## src/hw/rtl/stwt_pkg.sv

```systemverilog
// ----------------------------------------------------------------------------
// stwt_pkg
// Types and constants shared by the stopwatch / countdown timer.
// ----------------------------------------------------------------------------
package stwt_pkg;

    typedef enum logic [2:0] {
        REQ_TICK   = 3'd0,
        REQ_STOP   = 3'd1,
        REQ_RESUME = 3'd2,
        REQ_RESET  = 3'd3,
        REQ_LOAD   = 3'd4
    } t_req_type;

    localparam logic [3:0] MAX_TENTH     = 4'd9;
    localparam logic [5:0] MAX_SECOND    = 6'd59;
    localparam logic [3:0] MAX_MINUTE    = 4'd9;
    localparam logic       MODE_COUNT_UP = 1'b0;

    typedef struct packed {
        logic [2:0] req_type;
        logic [3:0] load_minutes;
        logic [5:0] load_seconds;
        logic [3:0] load_tenths;
    } t_req;

    typedef struct packed {
        logic [3:0] minutes;
        logic [5:0] seconds;
        logic [3:0] tenths;
    } t_time;

    typedef struct packed {
        t_time time_val;
        logic  running;
        logic  expired;
        logic  display_changed;
    } t_rsp;

endpackage

```

## src/hw/rtl/stwt_ifs.sv

```systemverilog
// ----------------------------------------------------------------------------
// stwt interfaces
// Request, response and configuration channels, valid/ready handshake.
// ----------------------------------------------------------------------------
interface stwt_req_if;
    logic       valid;
    logic       ready;
    logic [2:0] req_type;
    logic [3:0] load_minutes;
    logic [5:0] load_seconds;
    logic [3:0] load_tenths;

    modport source (output valid, req_type, load_minutes, load_seconds, load_tenths,
                    input ready);
    modport sink   (input valid, req_type, load_minutes, load_seconds, load_tenths,
                    output ready);
endinterface

interface stwt_rsp_if;
    logic       valid;
    logic       ready;
    logic [3:0] minutes;
    logic [5:0] seconds;
    logic [3:0] tenths;
    logic       running;
    logic       expired;
    logic       display_changed;

    modport source (output valid, minutes, seconds, tenths, running, expired,
                    display_changed, input ready);
    modport sink   (input valid, minutes, seconds, tenths, running, expired,
                    display_changed, output ready);
endinterface

interface stwt_cfg_if;
    logic valid;
    logic ready;
    logic count_down_mode;

    modport source (output valid, count_down_mode, input ready);
    modport sink   (input valid, count_down_mode, output ready);
endinterface

```

## src/hw/rtl/stwt_in_reg.sv

```systemverilog
// ----------------------------------------------------------------------------
// stwt_in_reg
// Input register stage for request words.
// ----------------------------------------------------------------------------
module stwt_in_reg (
    input  logic          i_clk,
    input  logic          i_rst_n,
    input  logic          i_valid,
    output logic          o_ready,
    input  stwt_pkg::t_req i_req,
    output logic          o_valid,
    input  logic          i_ready,
    output stwt_pkg::t_req o_req
);

    logic           r_valid;
    stwt_pkg::t_req r_req;

    assign o_ready = !r_valid || i_ready;
    assign o_valid = r_valid;
    assign o_req   = r_req;

    always_ff @(posedge i_clk) begin
        if (!i_rst_n) begin
            r_valid <= 1'b0;
        end else if (o_ready) begin
            r_valid <= i_valid;
        end
    end

    always_ff @(posedge i_clk) begin
        if (o_ready && i_valid) begin
            r_req <= i_req;
        end
    end

endmodule

```

## src/hw/rtl/stwt_core.sv

```systemverilog
// ----------------------------------------------------------------------------
// stwt_core
// Timer state, next-time logic and result register.
// ----------------------------------------------------------------------------
module stwt_core (
    input  logic           i_clk,
    input  logic           i_rst_n,
    input  logic           i_mode,
    input  logic           i_valid,
    output logic           o_ready,
    input  stwt_pkg::t_req i_req,
    output logic           o_valid,
    input  logic           i_ready,
    output stwt_pkg::t_rsp o_rsp
);

    stwt_pkg::t_time r_time, n_time;
    logic            r_enabled, n_enabled;
    logic            r_expired, n_expired;
    logic            r_out_valid;
    stwt_pkg::t_rsp  r_rsp;
    logic            w_take;
    logic            w_changed;

    assign o_ready = !r_out_valid || i_ready;
    assign w_take  = i_valid && o_ready;
    assign o_valid = r_out_valid;
    assign o_rsp   = r_rsp;

    always_comb begin
        n_time    = r_time;
        n_enabled = r_enabled;
        n_expired = r_expired;
        w_changed = 1'b0;
        if (w_take) begin
            case (i_req.req_type)
                stwt_pkg::REQ_TICK: begin
                    if (r_enabled) begin
                        w_changed = 1'b1;
                        if (i_mode == stwt_pkg::MODE_COUNT_UP) begin
                            if (r_time.tenths >= stwt_pkg::MAX_TENTH) begin
                                n_time.tenths = '0;
                                if (r_time.seconds >= stwt_pkg::MAX_SECOND) begin
                                    n_time.seconds = '0;
                                    n_time.minutes = (r_time.minutes >= stwt_pkg::MAX_MINUTE)
                                                   ? 4'd0 : r_time.minutes + 4'd1;
                                end else begin
                                    n_time.seconds = r_time.seconds + 6'd1;
                                end
                            end else begin
                                n_time.tenths = r_time.tenths + 4'd1;
                            end
                        end else if (r_time.tenths != 4'd0) begin
                            n_time.tenths = r_time.tenths - 4'd1;
                        end else if (r_time.seconds != 6'd0) begin
                            n_time.tenths  = stwt_pkg::MAX_TENTH;
                            n_time.seconds = r_time.seconds - 6'd1;
                        end else if (r_time.minutes != 4'd0) begin
                            n_time.tenths  = stwt_pkg::MAX_TENTH;
                            n_time.seconds = stwt_pkg::MAX_SECOND;
                            n_time.minutes = r_time.minutes - 4'd1;
                        end else begin
                            n_time    = '0;
                            n_expired = 1'b1;
                            n_enabled = 1'b0;
                        end
                    end
                end
                stwt_pkg::REQ_STOP: begin
                    n_enabled = 1'b0;
                end
                stwt_pkg::REQ_RESUME: begin
                    n_enabled = 1'b1;
                end
                stwt_pkg::REQ_RESET: begin
                    n_enabled = 1'b0;
                    n_time    = '0;
                end
                stwt_pkg::REQ_LOAD: begin
                    n_time.minutes = (i_req.load_minutes > stwt_pkg::MAX_MINUTE)
                                   ? stwt_pkg::MAX_MINUTE : i_req.load_minutes;
                    n_time.seconds = (i_req.load_seconds > stwt_pkg::MAX_SECOND)
                                   ? stwt_pkg::MAX_SECOND : i_req.load_seconds;
                    n_time.tenths  = (i_req.load_tenths > stwt_pkg::MAX_TENTH)
                                   ? stwt_pkg::MAX_TENTH : i_req.load_tenths;
                    n_expired      = 1'b0;
                end
                default: begin
                end
            endcase
        end
    end

    always_ff @(posedge i_clk) begin
        if (!i_rst_n) begin
            r_time      <= '0;
            r_enabled   <= 1'b0;
            r_expired   <= 1'b0;
            r_out_valid <= 1'b0;
        end else begin
            r_time    <= n_time;
            r_enabled <= n_enabled;
            r_expired <= n_expired;
            if (o_ready) begin
                r_out_valid <= i_valid;
            end
        end
    end

    always_ff @(posedge i_clk) begin
        if (w_take) begin
            r_rsp.time_val        <= n_time;
            r_rsp.running         <= n_enabled;
            r_rsp.expired         <= n_expired;
            r_rsp.display_changed <= w_changed;
        end
    end

    a_time_range: assert property (@(posedge i_clk) disable iff (!i_rst_n)
        r_time.tenths <= stwt_pkg::MAX_TENTH && r_time.seconds <= stwt_pkg::MAX_SECOND
        && r_time.minutes <= stwt_pkg::MAX_MINUTE)
        else $error("timer digit out of range");

    a_expire_on_tick: assert property (@(posedge i_clk) disable iff (!i_rst_n)
        $rose(r_expired) |-> $past(w_take && i_req.req_type == stwt_pkg::REQ_TICK))
        else $error("expired set by something other than a tick");

    a_hold_idle: assert property (@(posedge i_clk) disable iff (!i_rst_n)
        !w_take |=> $stable(r_time) && $stable(r_enabled) && $stable(r_expired))
        else $error("timer state moved without a word");

    a_changed_state: assert property (@(posedge i_clk) disable iff (!i_rst_n)
        r_out_valid && r_rsp.display_changed |-> r_rsp.running || r_rsp.expired)
        else $error("display changed while neither running nor expired");

endmodule

```

## src/hw/rtl/stopwatch_countdown_timer.sv

```systemverilog
// ----------------------------------------------------------------------------
// stopwatch_countdown_timer
// Tenths/seconds/minutes stopwatch and countdown timer, one result per word.
// ----------------------------------------------------------------------------
//  channel  dir  handshake      payload
//  i_req    in   valid/ready    req_type, load_minutes, load_seconds, load_tenths
//  o_rsp    out  valid/ready    minutes, seconds, tenths, running, expired,
//                               display_changed
//  i_cfg    in   valid/ready    count_down_mode (ready always high)
//
//  One word per cycle sustained unless o_rsp stalls; the input register feeds
//  the result register. Time update is a single cascaded digit step in the core.
//  Synchronous active-low reset clears time, flags and mode.
//  A stalled result register holds while the input register takes one more word.
// ----------------------------------------------------------------------------
module stopwatch_countdown_timer (
    input  logic         i_clk,
    input  logic         i_rst_n,
    stwt_req_if.sink     i_req,
    stwt_rsp_if.source   o_rsp,
    stwt_cfg_if.sink     i_cfg
);

    logic           r_mode;
    stwt_pkg::t_req w_in_req;
    stwt_pkg::t_req w_s1_req;
    stwt_pkg::t_rsp w_rsp;
    logic           w_s1_valid;
    logic           w_s1_ready;

    assign i_cfg.ready = 1'b1;

    always_ff @(posedge i_clk) begin
        if (!i_rst_n) begin
            r_mode <= stwt_pkg::MODE_COUNT_UP;
        end else if (i_cfg.valid) begin
            r_mode <= i_cfg.count_down_mode;
        end
    end

    assign w_in_req.req_type     = i_req.req_type;
    assign w_in_req.load_minutes = i_req.load_minutes;
    assign w_in_req.load_seconds = i_req.load_seconds;
    assign w_in_req.load_tenths  = i_req.load_tenths;

    stwt_in_reg u_in_reg (
        .i_clk   (i_clk),
        .i_rst_n (i_rst_n),
        .i_valid (i_req.valid),
        .o_ready (i_req.ready),
        .i_req   (w_in_req),
        .o_valid (w_s1_valid),
        .i_ready (w_s1_ready),
        .o_req   (w_s1_req)
    );

    stwt_core u_core (
        .i_clk   (i_clk),
        .i_rst_n (i_rst_n),
        .i_mode  (r_mode),
        .i_valid (w_s1_valid),
        .o_ready (w_s1_ready),
        .i_req   (w_s1_req),
        .o_valid (o_rsp.valid),
        .i_ready (o_rsp.ready),
        .o_rsp   (w_rsp)
    );

    assign o_rsp.minutes         = w_rsp.time_val.minutes;
    assign o_rsp.seconds         = w_rsp.time_val.seconds;
    assign o_rsp.tenths          = w_rsp.time_val.tenths;
    assign o_rsp.running         = w_rsp.running;
    assign o_rsp.expired         = w_rsp.expired;
    assign o_rsp.display_changed = w_rsp.display_changed;

endmodule
```

## src/flat_wrapper.sv

```systemverilog
// flat-port wrapper written by rule: the top's interface ports become plain ports
module stopwatch_countdown_timer_flat 
  (i_clk, i_rst_n, i_req_valid, i_req_req_type, i_req_load_minutes, i_req_load_seconds, i_req_load_tenths, i_req_ready, o_rsp_valid, o_rsp_minutes, o_rsp_seconds, o_rsp_tenths, o_rsp_running, o_rsp_expired, o_rsp_display_changed, o_rsp_ready, i_cfg_valid, i_cfg_count_down_mode, i_cfg_ready);
  stwt_req_if i_req_i ();
  stwt_rsp_if o_rsp_i ();
  stwt_cfg_if i_cfg_i ();
  input  logic i_clk;
  input  logic i_rst_n;
  input wire logic [$bits(i_req_i.valid)-1:0] i_req_valid;
  input wire logic [$bits(i_req_i.req_type)-1:0] i_req_req_type;
  input wire logic [$bits(i_req_i.load_minutes)-1:0] i_req_load_minutes;
  input wire logic [$bits(i_req_i.load_seconds)-1:0] i_req_load_seconds;
  input wire logic [$bits(i_req_i.load_tenths)-1:0] i_req_load_tenths;
  output wire logic [$bits(i_req_i.ready)-1:0] i_req_ready;
  output wire logic [$bits(o_rsp_i.valid)-1:0] o_rsp_valid;
  output wire logic [$bits(o_rsp_i.minutes)-1:0] o_rsp_minutes;
  output wire logic [$bits(o_rsp_i.seconds)-1:0] o_rsp_seconds;
  output wire logic [$bits(o_rsp_i.tenths)-1:0] o_rsp_tenths;
  output wire logic [$bits(o_rsp_i.running)-1:0] o_rsp_running;
  output wire logic [$bits(o_rsp_i.expired)-1:0] o_rsp_expired;
  output wire logic [$bits(o_rsp_i.display_changed)-1:0] o_rsp_display_changed;
  input wire logic [$bits(o_rsp_i.ready)-1:0] o_rsp_ready;
  input wire logic [$bits(i_cfg_i.valid)-1:0] i_cfg_valid;
  input wire logic [$bits(i_cfg_i.count_down_mode)-1:0] i_cfg_count_down_mode;
  output wire logic [$bits(i_cfg_i.ready)-1:0] i_cfg_ready;
  assign i_req_i.valid = i_req_valid;
  assign i_req_i.req_type = i_req_req_type;
  assign i_req_i.load_minutes = i_req_load_minutes;
  assign i_req_i.load_seconds = i_req_load_seconds;
  assign i_req_i.load_tenths = i_req_load_tenths;
  assign i_req_ready = i_req_i.ready;
  assign o_rsp_valid = o_rsp_i.valid;
  assign o_rsp_minutes = o_rsp_i.minutes;
  assign o_rsp_seconds = o_rsp_i.seconds;
  assign o_rsp_tenths = o_rsp_i.tenths;
  assign o_rsp_running = o_rsp_i.running;
  assign o_rsp_expired = o_rsp_i.expired;
  assign o_rsp_display_changed = o_rsp_i.display_changed;
  assign o_rsp_i.ready = o_rsp_ready;
  assign i_cfg_i.valid = i_cfg_valid;
  assign i_cfg_i.count_down_mode = i_cfg_count_down_mode;
  assign i_cfg_ready = i_cfg_i.ready;
  stopwatch_countdown_timer u_core (.i_clk(i_clk), .i_rst_n(i_rst_n), .i_req(i_req_i), .o_rsp(o_rsp_i), .i_cfg(i_cfg_i));
endmodule
```

## config.mk

```make
export PLATFORM = sky130hd
export DESIGN_NAME = stopwatch_countdown_timer_flat
export DESIGN_NICKNAME = d
export VERILOG_FILES = /design/src/hw/rtl/stwt_pkg.sv /design/src/hw/rtl/stwt_ifs.sv /design/src/hw/rtl/stwt_in_reg.sv /design/src/hw/rtl/stwt_core.sv /design/src/hw/rtl/stopwatch_countdown_timer.sv /design/src/flat_wrapper.sv
export SDC_FILE = /design/constraint.sdc
export NUM_CORES = 1
export LEC_CHECK = 0
export BUFFER_PORTS_ARGS = -buffer_cell sky130_fd_sc_hd__buf_4
export CORE_ASPECT_RATIO = 1.5
export CORE_MARGIN = 8
export CORE_UTILIZATION = 30
export CTS_CLUSTER_SIZE = 25
export DETAILED_ROUTE_END_ITERATION = 8
export GPL_ROUTABILITY_DRIVEN = 0
export PLACE_DENSITY_LB_ADDON = 0.2
export SLEW_MARGIN = 25
export SYNTH_ARGS = -nofsm -noshare
export SYNTH_HDL_FRONTEND = slang
export SYNTH_SLANG_ARGS = --single-unit
```

## constraint.sdc

```tcl
create_clock -name i_clk -period 4.6 [get_ports i_clk]
set_input_delay 1.15 -clock i_clk [delete_from_list [all_inputs] [get_ports i_clk]]
set_output_delay 1.15 -clock i_clk [all_outputs]
set_load 0.01 [all_outputs]
```

# After elaboration in Yosys (flattened, before gate mapping)

Index checks and enable logic that the tools add are counted.

Bits in registers: 53
Bits of input ports: 23
Output and inout port bits: 20

$add $sub $neg: 6
Order comparisons: 6
Eq/ne operators: 4
Muxes and demuxes: 32
Reductions and logical operators: 11

Operators with widths:

| cell                  | number |
|---|---|
| $mux W14              | 4 |
| $pmux W14 S3          | 1 |
| $mux W10              | 3 |
| $mux W4               | 7 |
| $mux W1               | 13 |
| $mux W6               | 2 |
| $add A4 B1 Y4 const B | 2 |
| $ge A4 B4 Y1 const B  | 2 |
| $gt A4 B4 Y1 const B  | 2 |
| $reduce_bool A4 Y1    | 2 |
| $sub A4 B1 Y4 const B | 2 |
| $add A6 B1 Y6 const B | 1 |
| $eq A3 B2 Y1 const B  | 2 |
| $ge A6 B6 Y1 const B  | 1 |
| $gt A6 B6 Y1 const B  | 1 |
| $reduce_bool A6 Y1    | 1 |
| $sub A6 B1 Y6 const B | 1 |
| $eq A3 B1 Y1 const B  | 1 |
| $eq A3 B3 Y1 const B  | 1 |
| $logic_not A3 Y1      | 1 |
| $pmux W1 S3           | 1 |
| $logic_and A1 B1 Y1   | 2 |
| $logic_not A1 Y1      | 2 |
| $logic_or A1 B1 Y1    | 2 |
| other kinds (2)       | 2 |

# Longest topological paths before layout

Gate-level depths: netlist of run 1.

Word-level depth: 8
Mapped depth: 8
Gate-level depth less buffers: 7

# By module

Synthesis of run 1 repeated with hierarchy kept, for this count alone.

Cell total of the unflattened synthesis: 329
Area, all modules: 3225.6 um^2

By module, submodules not included:

| module                    | instances | cells an instance | area each (um^2) |
|---|---|---|---|
| stwt_core                 | 1         | 302               | 2610.0 |
| stwt_in_reg               | 1         | 22                | 568.0 |
| stopwatch_countdown_timer | 1         | 5                 | 47.5 |

# Least setup slack after synthesis of run 1

Ideal clock, no wire load.

Path type: input port to flip-flop
Start point: input o_rsp_ready
End point: register u_core.u_core.r_rsp (netlist bit u_core.u_core.o_rsp[12]) (data pin)
Setup time: 262 ps
Data arrival time: 2537 ps
Data required time: 4338 ps
Path slack: 1801 ps
Stages: 6
Path buffers: 0
Cell sequence: nand2b_1 > nand2_1 > clkinv_1 > a32o_1 > a41oi_1 > nand2_1

RTL lines:

| item        | line               | source |
|---|---|---|
| from (decl) | flat_wrapper.sv:22 | `input wire logic [$bits(o_rsp_i.ready)-1:0] o_rsp_ready;` |
| to (decl)   | stwt_core.sv:21    | `stwt_pkg::t_rsp r_rsp;` |

# Final worst setup path of run 1

Start point: input o_rsp_ready
End point: output i_req_ready

Cells in the longest elaborated chain, start to end: 2

Ends and longest elaborated chain:

| item               | line               | source |
|---|---|---|
| $logic_or A1 B1 Y1 | stwt_core.sv:25    | `assign o_ready = !r_out_valid \|\| i_ready;` |
| $logic_or A1 B1 Y1 | stwt_in_reg.sv:19  | `assign o_ready = !r_valid \|\| i_ready;` |
| to (decl)          | flat_wrapper.sv:14 | `output wire logic [$bits(i_req_i.ready)-1:0] i_req_ready;` |

No other way between the ends.

==> results of run 1 <==
[registers in the layout, summed over array words and instances, names as in the netlist]
register                 flops
u_core.u_core.r_time        14
u_core.u_core.r_expired      1
u_core.u_core.o_rsp         17
u_core.r_mode                1
u_core.u_core.o_valid        1
u_core.u_in_reg.o_req       17
u_core.u_in_reg.o_valid      1
u_core.u_core.r_enabled      1
[worst paths after layout]
kind / from / endpoint / slack (ps)
min: u_core.u_core.r_expired$_SDFF_PN0_ / u_core.u_core.o_rsp[1]$_DFFE_PP_ / 580
max reg2reg: u_core.u_core.r_time[0]$_SDFF_PN0_ / u_core.u_core.o_rsp[8]$_DFFE_PP_ / 1910
min reg2reg: u_core.u_core.r_expired$_SDFF_PN0_ / u_core.u_core.o_rsp[1]$_DFFE_PP_ / 580
max: o_rsp_ready / i_req_ready / 1610
[cells by family after synthesis]
kind of cell             count (synthesis)  share of synthesized area [%]
XOR/XNOR                                 1                          0.267
buffers and inverters                   39                           5.18
multiplexers                             4                           1.30
AO/OA/AOI/OAI                          109                           23.9
flip-flops                              53                           42.7
other                                    1                          0.114
adder cells (fa/ha/maj)                  9                           3.43
AND/OR/NAND/NOR                        124                           23.1
[where the power goes]
group / internal [mW] / switching (mW)
clock network: 0.256 / 0.176
registers: 0.527 / 0.0200
logic: 0.0525 / 0.0729
total: 0.835 / 0.269
[area by class of cell]
cell class | instances | area share [%]
multi-input cells | 248 | 44.3
clock inverters | 2 | 0.874
flip-flops and latches | 53 | 36.3
repair buffers | 46 | 8.94
inverters | 16 | 1.55
clock buffers | 6 | 3.34
well taps | 147 | 4.76
[stage by stage]
stage | hold WS, ps | utilization [%]
floorplan | 519 | -
global placement | 562 | 34.0
detailed placement | 551 | 34.0
CTS | 575 | 35.5
global route | 596 | 35.5
finish | 579 | 35.5
[cell usage after synthesis (all sizes together) (3+ instances only)]
cell type,instances
buf,10
nand2,21
or3b,5
o22ai,6
or2,3
clkbuf,13
dfxtp,19
a21oi,24
nand2b,6
o2111ai,4
nor2b,5
ha,9
and2,9
nand3b,3
nand4,7
and3,4
o21ai,15
a21boi,3
a41oi,4
nor3,14
edfxtp,34
o31ai,5
a211oi,10
o211ai,6
nand3,7
inv,15
nor2,18
nor3b,6
o21a,3
nor4b,3
[layer usage]
| layer | up-vias | routed length (um) |
|---|---|---|
| li1 | 1370 | - |
| met1 | 1351 | 3960 |
| met2 | 103 | 4800 |
| met3 | 28 | 453 |
| met4 | 0 | 433 |
| met5 | - | 0 |
[critical path, cell delays in order]
cell	delay [ps]
buf_4	110
nor2b_1	310
nand2_1	110
buf_4	160
==> results by group, run 1 <==
Outcome
  – Status: finished, final reports clean

Placement
  – Post-Place Cells: 510
  – Placed cell areas: 3700 um2
  – Place WS: 1590 ps
  – Detailed Place HPWL: 7.12 mm
  – Buffers on Ports: 41

GRT
  – First-pass GRT wire length: 15.3 mm
  – Met2 global-route usage: 22.8%
  – Grt ovf: 0
  – GR Util met3: 2.31%
  – Vias in the first global route: 2896
  – GRT Total Usage: 13.7%
  – GRT met1 Usage: 15.4%
  – Largest net degree at the start of global routing: 24
  – Initial antenna violation count: 0
  – Busiest layer in global routing: met2

STA
  – Max-slew headroom: 41.4%
  – Fin crit period: 2990 ps
  – Unrepaired setup endpoints after global routing: no
  – Skew final: 5.79 ps
  – Period utilization: 64.9%
  – Achievable Freq: 0.335 GHz
  – Setup WS post-layout: 1610 ps
  – Endpoints failing setup: 0
  – Setup TNS: 0 ps
  – Worst-margin pin slew: 877 ps
  – Final hold violations: 0
  – Slew Limit Fails: 0

Clock network
  – Cts repair resizes: 0
  – Setup Buffers After CTS: 0
  – Num CTS Buffers: 5
  – Clock-pin slew on the worst setup and hold paths: 70 ps
  – CTS max path bufs: 2
  – CTS Hold Buffers Added: 0
  – TritonCTS clock tree: built
  – Sink Count: 53
  – Clock Latency Late Sink: 300 ps
  – Clock root buffer: clkbuf_16
  – H-tree depth: 2

Yosys
  – Synth Cell Area: 3280 um2
  – Synth top area share: 31.1%
  – Post-Synthesis Cells: 340
  – FFs w/ async S/R, synth: 0%
  – Average cell area after synthesis: 9.65 um2
  – Synth Flop Type: edfxtp_1
  – Post-synth top area cell: edfxtp_1
  – Syn Nets: 372
  – Yosys cell types: 74
  – Synth warn: 0
  – Top cells by area, synth: edfxtp_1 31%, dfxtp_1 12%, a21oi_1 3.7%
  – Sequential area share after synthesis: 42.7%
  – EDFF count, synth: 34
  – Synthesized flop and latch total: 53

Setup path
  – Kind of critical path: in -> out
  – Peak fanout along the critical path: 5
  – Crit path launch type: primary input
  – Worst Path Required: 3450 ps
  – Setup crit end kind: output pin
  – Data arrival, critical path: 1840 ps
  – R2r worst-path depth: 7

Floorplan
  – Core area: 10900 um2
  – Die Ht: 144 um
  – Ports: 43
  – Initial Util: 30.2%
  – Die area: 14600 um2
  – Row cnt: 47
  – Die Wd: 101 um

Power and ir drop
  – Maximum VDD drop: 0.156 mV
  – Leak: 1.39 nW
  – Overall Power: 1.10 mW
  – Power per cell area: 286 nW/um2

Layout
  – FF+latch area: 1400 um2
  – Most frequent cells in the layout: 46 x buf_4, 34 x edfxtp_1, 24 x a21oi_1, 21 x nand2_1, 19 x dfxtp_1
  – Most common cell after layout, fill and taps aside: buf_4
  – Number of fill cells: 1140
  – Multi-input gate area: 1710 um2
  – Final net count: 402
  – Antenna cell count: 0
  – Non-Filler Instances: 518
  – Final Cell Area: 3860 um2
  – Area delta synth->final: 17.7%
  – Share of cells above drive strength 1: 19.9%

Routing
  – Total number of vias: 2852
  – Antenna viol nets, final: 0
  – TritonRoute pass-1 iters: 4
  – WL/cell: 18.6 um
  – Final wirelength: 9.65 mm
  – DR iter-0 viols: 177
  – Via density: 5.51
  – DRC violations left: 0

Hold path
  – Hold path depth: 1
  – Hold crit path type: reg -> reg

Job
  – Maxcap violations: 0
No activity file was read; power rests on OpenSTA's default activity.
==> run 2, diff against run 1 <==
--- a/config.mk
+++ b/config.mk
@@ -5,6 +5,7 @@
 export SDC_FILE = /design/constraint.sdc
 export NUM_CORES = 1
 export LEC_CHECK = 0
+export ABC_AREA = 1
 export BUFFER_PORTS_ARGS = -buffer_cell sky130_fd_sc_hd__buf_4
 export CORE_ASPECT_RATIO = 1.5
 export CORE_MARGIN = 8
==> constraint.sdc (replaced) <==
create_clock -name i_clk -period 2.65 [get_ports i_clk]
set_input_delay 0.6625 -clock i_clk [delete_from_list [all_inputs] [get_ports i_clk]]
set_output_delay 0.6625 -clock i_clk [all_outputs]
set_load 0.01 [all_outputs]
==> results by group, run 2 <==
STA
  – Achievable Freq: 0.464 GHz
  – Period utilization: 81.4%
  – Slew Limit Fails: 0 (unchanged)
  – Skew final: 9.12 ps (+3.33 ps)
  – Max-slew headroom: 54.3% (+13 points)
  – Endpoints failing setup: 0 (unchanged)
  – Setup TNS: 0 ps (unchanged)
  – Worst-margin pin slew: 685 ps (-192 ps)
  – Fin crit period: 2160 ps
  – Unrepaired setup endpoints after global routing: no
  – Final hold violations: 0 (unchanged)

Clock network
  – Clock-pin slew on the worst setup and hold paths: 60 ps (about the same)
  – CTS max path bufs: 2 (unchanged)
  – Num CTS Buffers: 5 (unchanged)
  – Setup Buffers After CTS: 0 (unchanged)
  – Sink Count: 53 (unchanged)
  – Cts repair resizes: 0 (unchanged)
  – TritonCTS clock tree: built
  – CTS Hold Buffers Added: 0 (unchanged)
  – H-tree depth: 2 (unchanged)
  – Clock root buffer: clkbuf_16
  – Clock Latency Late Sink: 290 ps (about the same)

Routing
  – Via density: 4.82 (-13%)
  – DRC violations left: 0 (unchanged)
  – TritonRoute pass-1 iters: 4 (unchanged)
  – DR iter-0 viols: 169 (-4.5%)
  – WL/cell: 14.7 um (-21%)
  – Total number of vias: 2688 (-5.8%)
  – Antenna viol nets, final: 0 (unchanged)
  – Final wirelength: 8.23 mm (-15%)

Hold path
  – Hold crit path type: reg -> reg

GRT
  – GR Util met3: 1.63% (-0.69 points)
  – GRT Total Usage: 12.0% (-1.7 points)
  – First-pass GRT wire length: 13.4 mm (-12%)
  – Grt ovf: 0 (unchanged)
  – GRT met1 Usage: 13.2% (-2.2 points)
  – Vias in the first global route: 2718 (-6.1%)
  – Largest net degree at the start of global routing: 26 (+8.3%)
  – Initial antenna violation count: 0 (unchanged)
  – Busiest layer in global routing: met2
  – Met2 global-route usage: 21.9% (-0.91 points)

Power and ir drop
  – Overall Power: 1.96 mW (+78%)
  – Leak: 1.70 nW (+22%)
  – Maximum VDD drop: 0.247 mV (+58%)
  – Power per cell area: 536 nW/um2 (+88%)

Layout
  – Antenna cell count: 0 (unchanged)
  – Final net count: 472 (+17%)
  – Most common cell after layout, fill and taps aside: nand2_1
  – Area delta synth->final: 17.1%
  – Final core utilization: 36.1% (+0.60 points)
  – Share of cells above drive strength 1: 17.2% (-2.7 points)
  – Most frequent cells in the layout: 105 x nand2_1, 46 x inv_1, 46 x buf_4, 39 x nor2_1, 34 x edfxtp_1

Setup path
  – Crit path launch type: flip-flop
  – Peak fanout along the critical path: 9 (+4)
  – R2r endpoint: u_core.u_core.o_rsp[12]$_DFFE_PP_
  – Reg-to-reg slack, setup: 490 ps (-1420 ps)
  – Crit path launch: u_core.u_core.r_time[0]$_SDFF_PN0_
  – CP endpoint: u_core.u_core.o_rsp[12]$_DFFE_PP_
  – Worst Path Required: 2700 ps (-750 ps)
  – R2r worst-path depth: 14 (+7)
  – Data arrival, critical path: 2200 ps (+360 ps)
  – Worst r2r src: u_core.u_core.r_time[0]$_SDFF_PN0_
  – Setup crit end kind: flip-flop
  – Kind of critical path: reg -> reg

Yosys
  – Syn Nets: 430 (+16%)
  – Synth top area share: 32.7% (+1.6 points)
  – Sequential area share after synthesis: 44.9% (+2.2 points)
  – Average cell area after synthesis: 7.85 um2 (-19%)
  – Most common cell in the netlist: nand2_1
  – EDFF count, synth: 34 (unchanged)
  – Post-synth top area cell: edfxtp_1
  – Synthesized flop and latch total: 53 (unchanged)
  – Synth Flop Type: edfxtp_1
  – Synth top cells by count: 105 x nand2_1, 46 x inv_1, 39 x nor2_1
  – Synth Cell Area: 3120 um2 (-4.8%)
  – FFs w/ async S/R, synth: 0% (unchanged)
  – Yosys cell types: 37 (-50%)
  – Top cells by area, synth: edfxtp_1 33%, nand2_1 13%, dfxtp_1 12%
  – Synth warn: 0 (unchanged)
  – Post-Synthesis Cells: 398 (+17%)

Placement
  – Detailed Place HPWL: 6.26 mm (-12%)
  – Buffers on Ports: 41 (unchanged)

Floorplan
  – Die Ht: 141 um (-2.2%)
  – Row cnt: 45 (-4.3%)
  – Initial Util: 30.8% (+0.66 points)
  – Core area: 10100 um2 (-6.8%)
  – Die area: 14000 um2 (-4.2%)
  – Die Wd: 99.3 um (-2.0%)
  – Ports: 43 (unchanged)

Job
  – Maxcap violations: 0 (unchanged)

Outcome
  – Status: finished, final reports clean
## run 2: cell types whose count changed in the layout (fill, tap and decap cells not counted), moves of 9 or more
cell,change
a211oi_1,-9
inv_1,+31
nand2_1,+84
nand3_1,+27
nor2_1,+22
nor3_1,-9
## run 2: cell families after synthesis
family          Yosys count  share of synthesized area, %
fa+ha+maj                 9                          3.60
compound gates           61                          11.3
simple gates            211                          30.7
buf+inv                  62                          9.21
other cells               1                         0.120
xor+xnor                  1                         0.280
flops                    53                          44.9
## run 2: where the power goes
part	internal (mW)	leakage, nW	switching [mW]	total (mW)
Combinational	0.132	1.15	0.237	0.369
Clock	0.350	0.0679	0.277	0.626
Sequential	0.932	0.486	0.0360	0.968
Total	1.41	1.70	0.550	1.96
## run 2: worst min-delay path by stage
stage,start,endpoint,slack (ps),cells after the start
6_report,u_core.u_core.r_expired$_SDFF_PN0_,u_core.u_core.r_expired$_SDFF_PN0_,500,2
3_3_place_gp,u_core.u_in_reg.o_valid$_SDFFE_PN0N_,u_core.u_core.o_valid$_SDFFE_PN0P_,490,2
2_1_floorplan,u_core.u_in_reg.o_valid$_SDFFE_PN0N_,u_core.u_core.o_valid$_SDFFE_PN0P_,470,2
5_1_grt,u_core.u_core.r_expired$_SDFF_PN0_,u_core.u_core.r_expired$_SDFF_PN0_,520,2
3_5_place_dp,u_core.u_core.r_expired$_SDFF_PN0_,u_core.u_core.r_expired$_SDFF_PN0_,490,2
4_1_cts,u_core.u_core.r_expired$_SDFF_PN0_,u_core.u_core.r_expired$_SDFF_PN0_,500,2
## run 2: through the flow
stage	setup WS, ps	cell area (um2)	cells	hold WS, ps
3_3_place_gp	535	3520	550	488
3_5_place_dp	527	3520	550	493
4_1_cts	517	3660	558	504
2_1_floorplan	180	3120	398	469
5_1_grt	314	3660	558	517
6_report	494	3660	558	501
## run 2: worst max-delay path, stage by stage, from the launching register on
cell and delay, ps:
dfxtp_1 410, inv_1 120, ha_1 240, inv_1 100, nor2_4 60, nand2_2 100, nand2_4 100, nor2_4 200
nor2_4 70, a21oi_1 150, nand2_1 110, nand2_1 70, nand2_1 50, nand2_1 90, inv_1 50
## run 2: area by class of cell
cell class / count / area, um2
fill: 1075 / 6470
timing repair buffer: 46 / 345
clock buffer: 7 / 133
clock inverter: 1 / 5.00
multi-input combinational: 283 / 1440
tap: 117 / 146
inverter: 51 / 194
sequential: 53 / 1400
## run 2: routing by layer
metal	part of all wire, %	vias to the layer above	routed length [um]
met4	2.1	0	170
met2	53	59	4400
met5	0	-	0
met3	3.6	8	293
li1	-	1388	-
met1	41	1233	3360
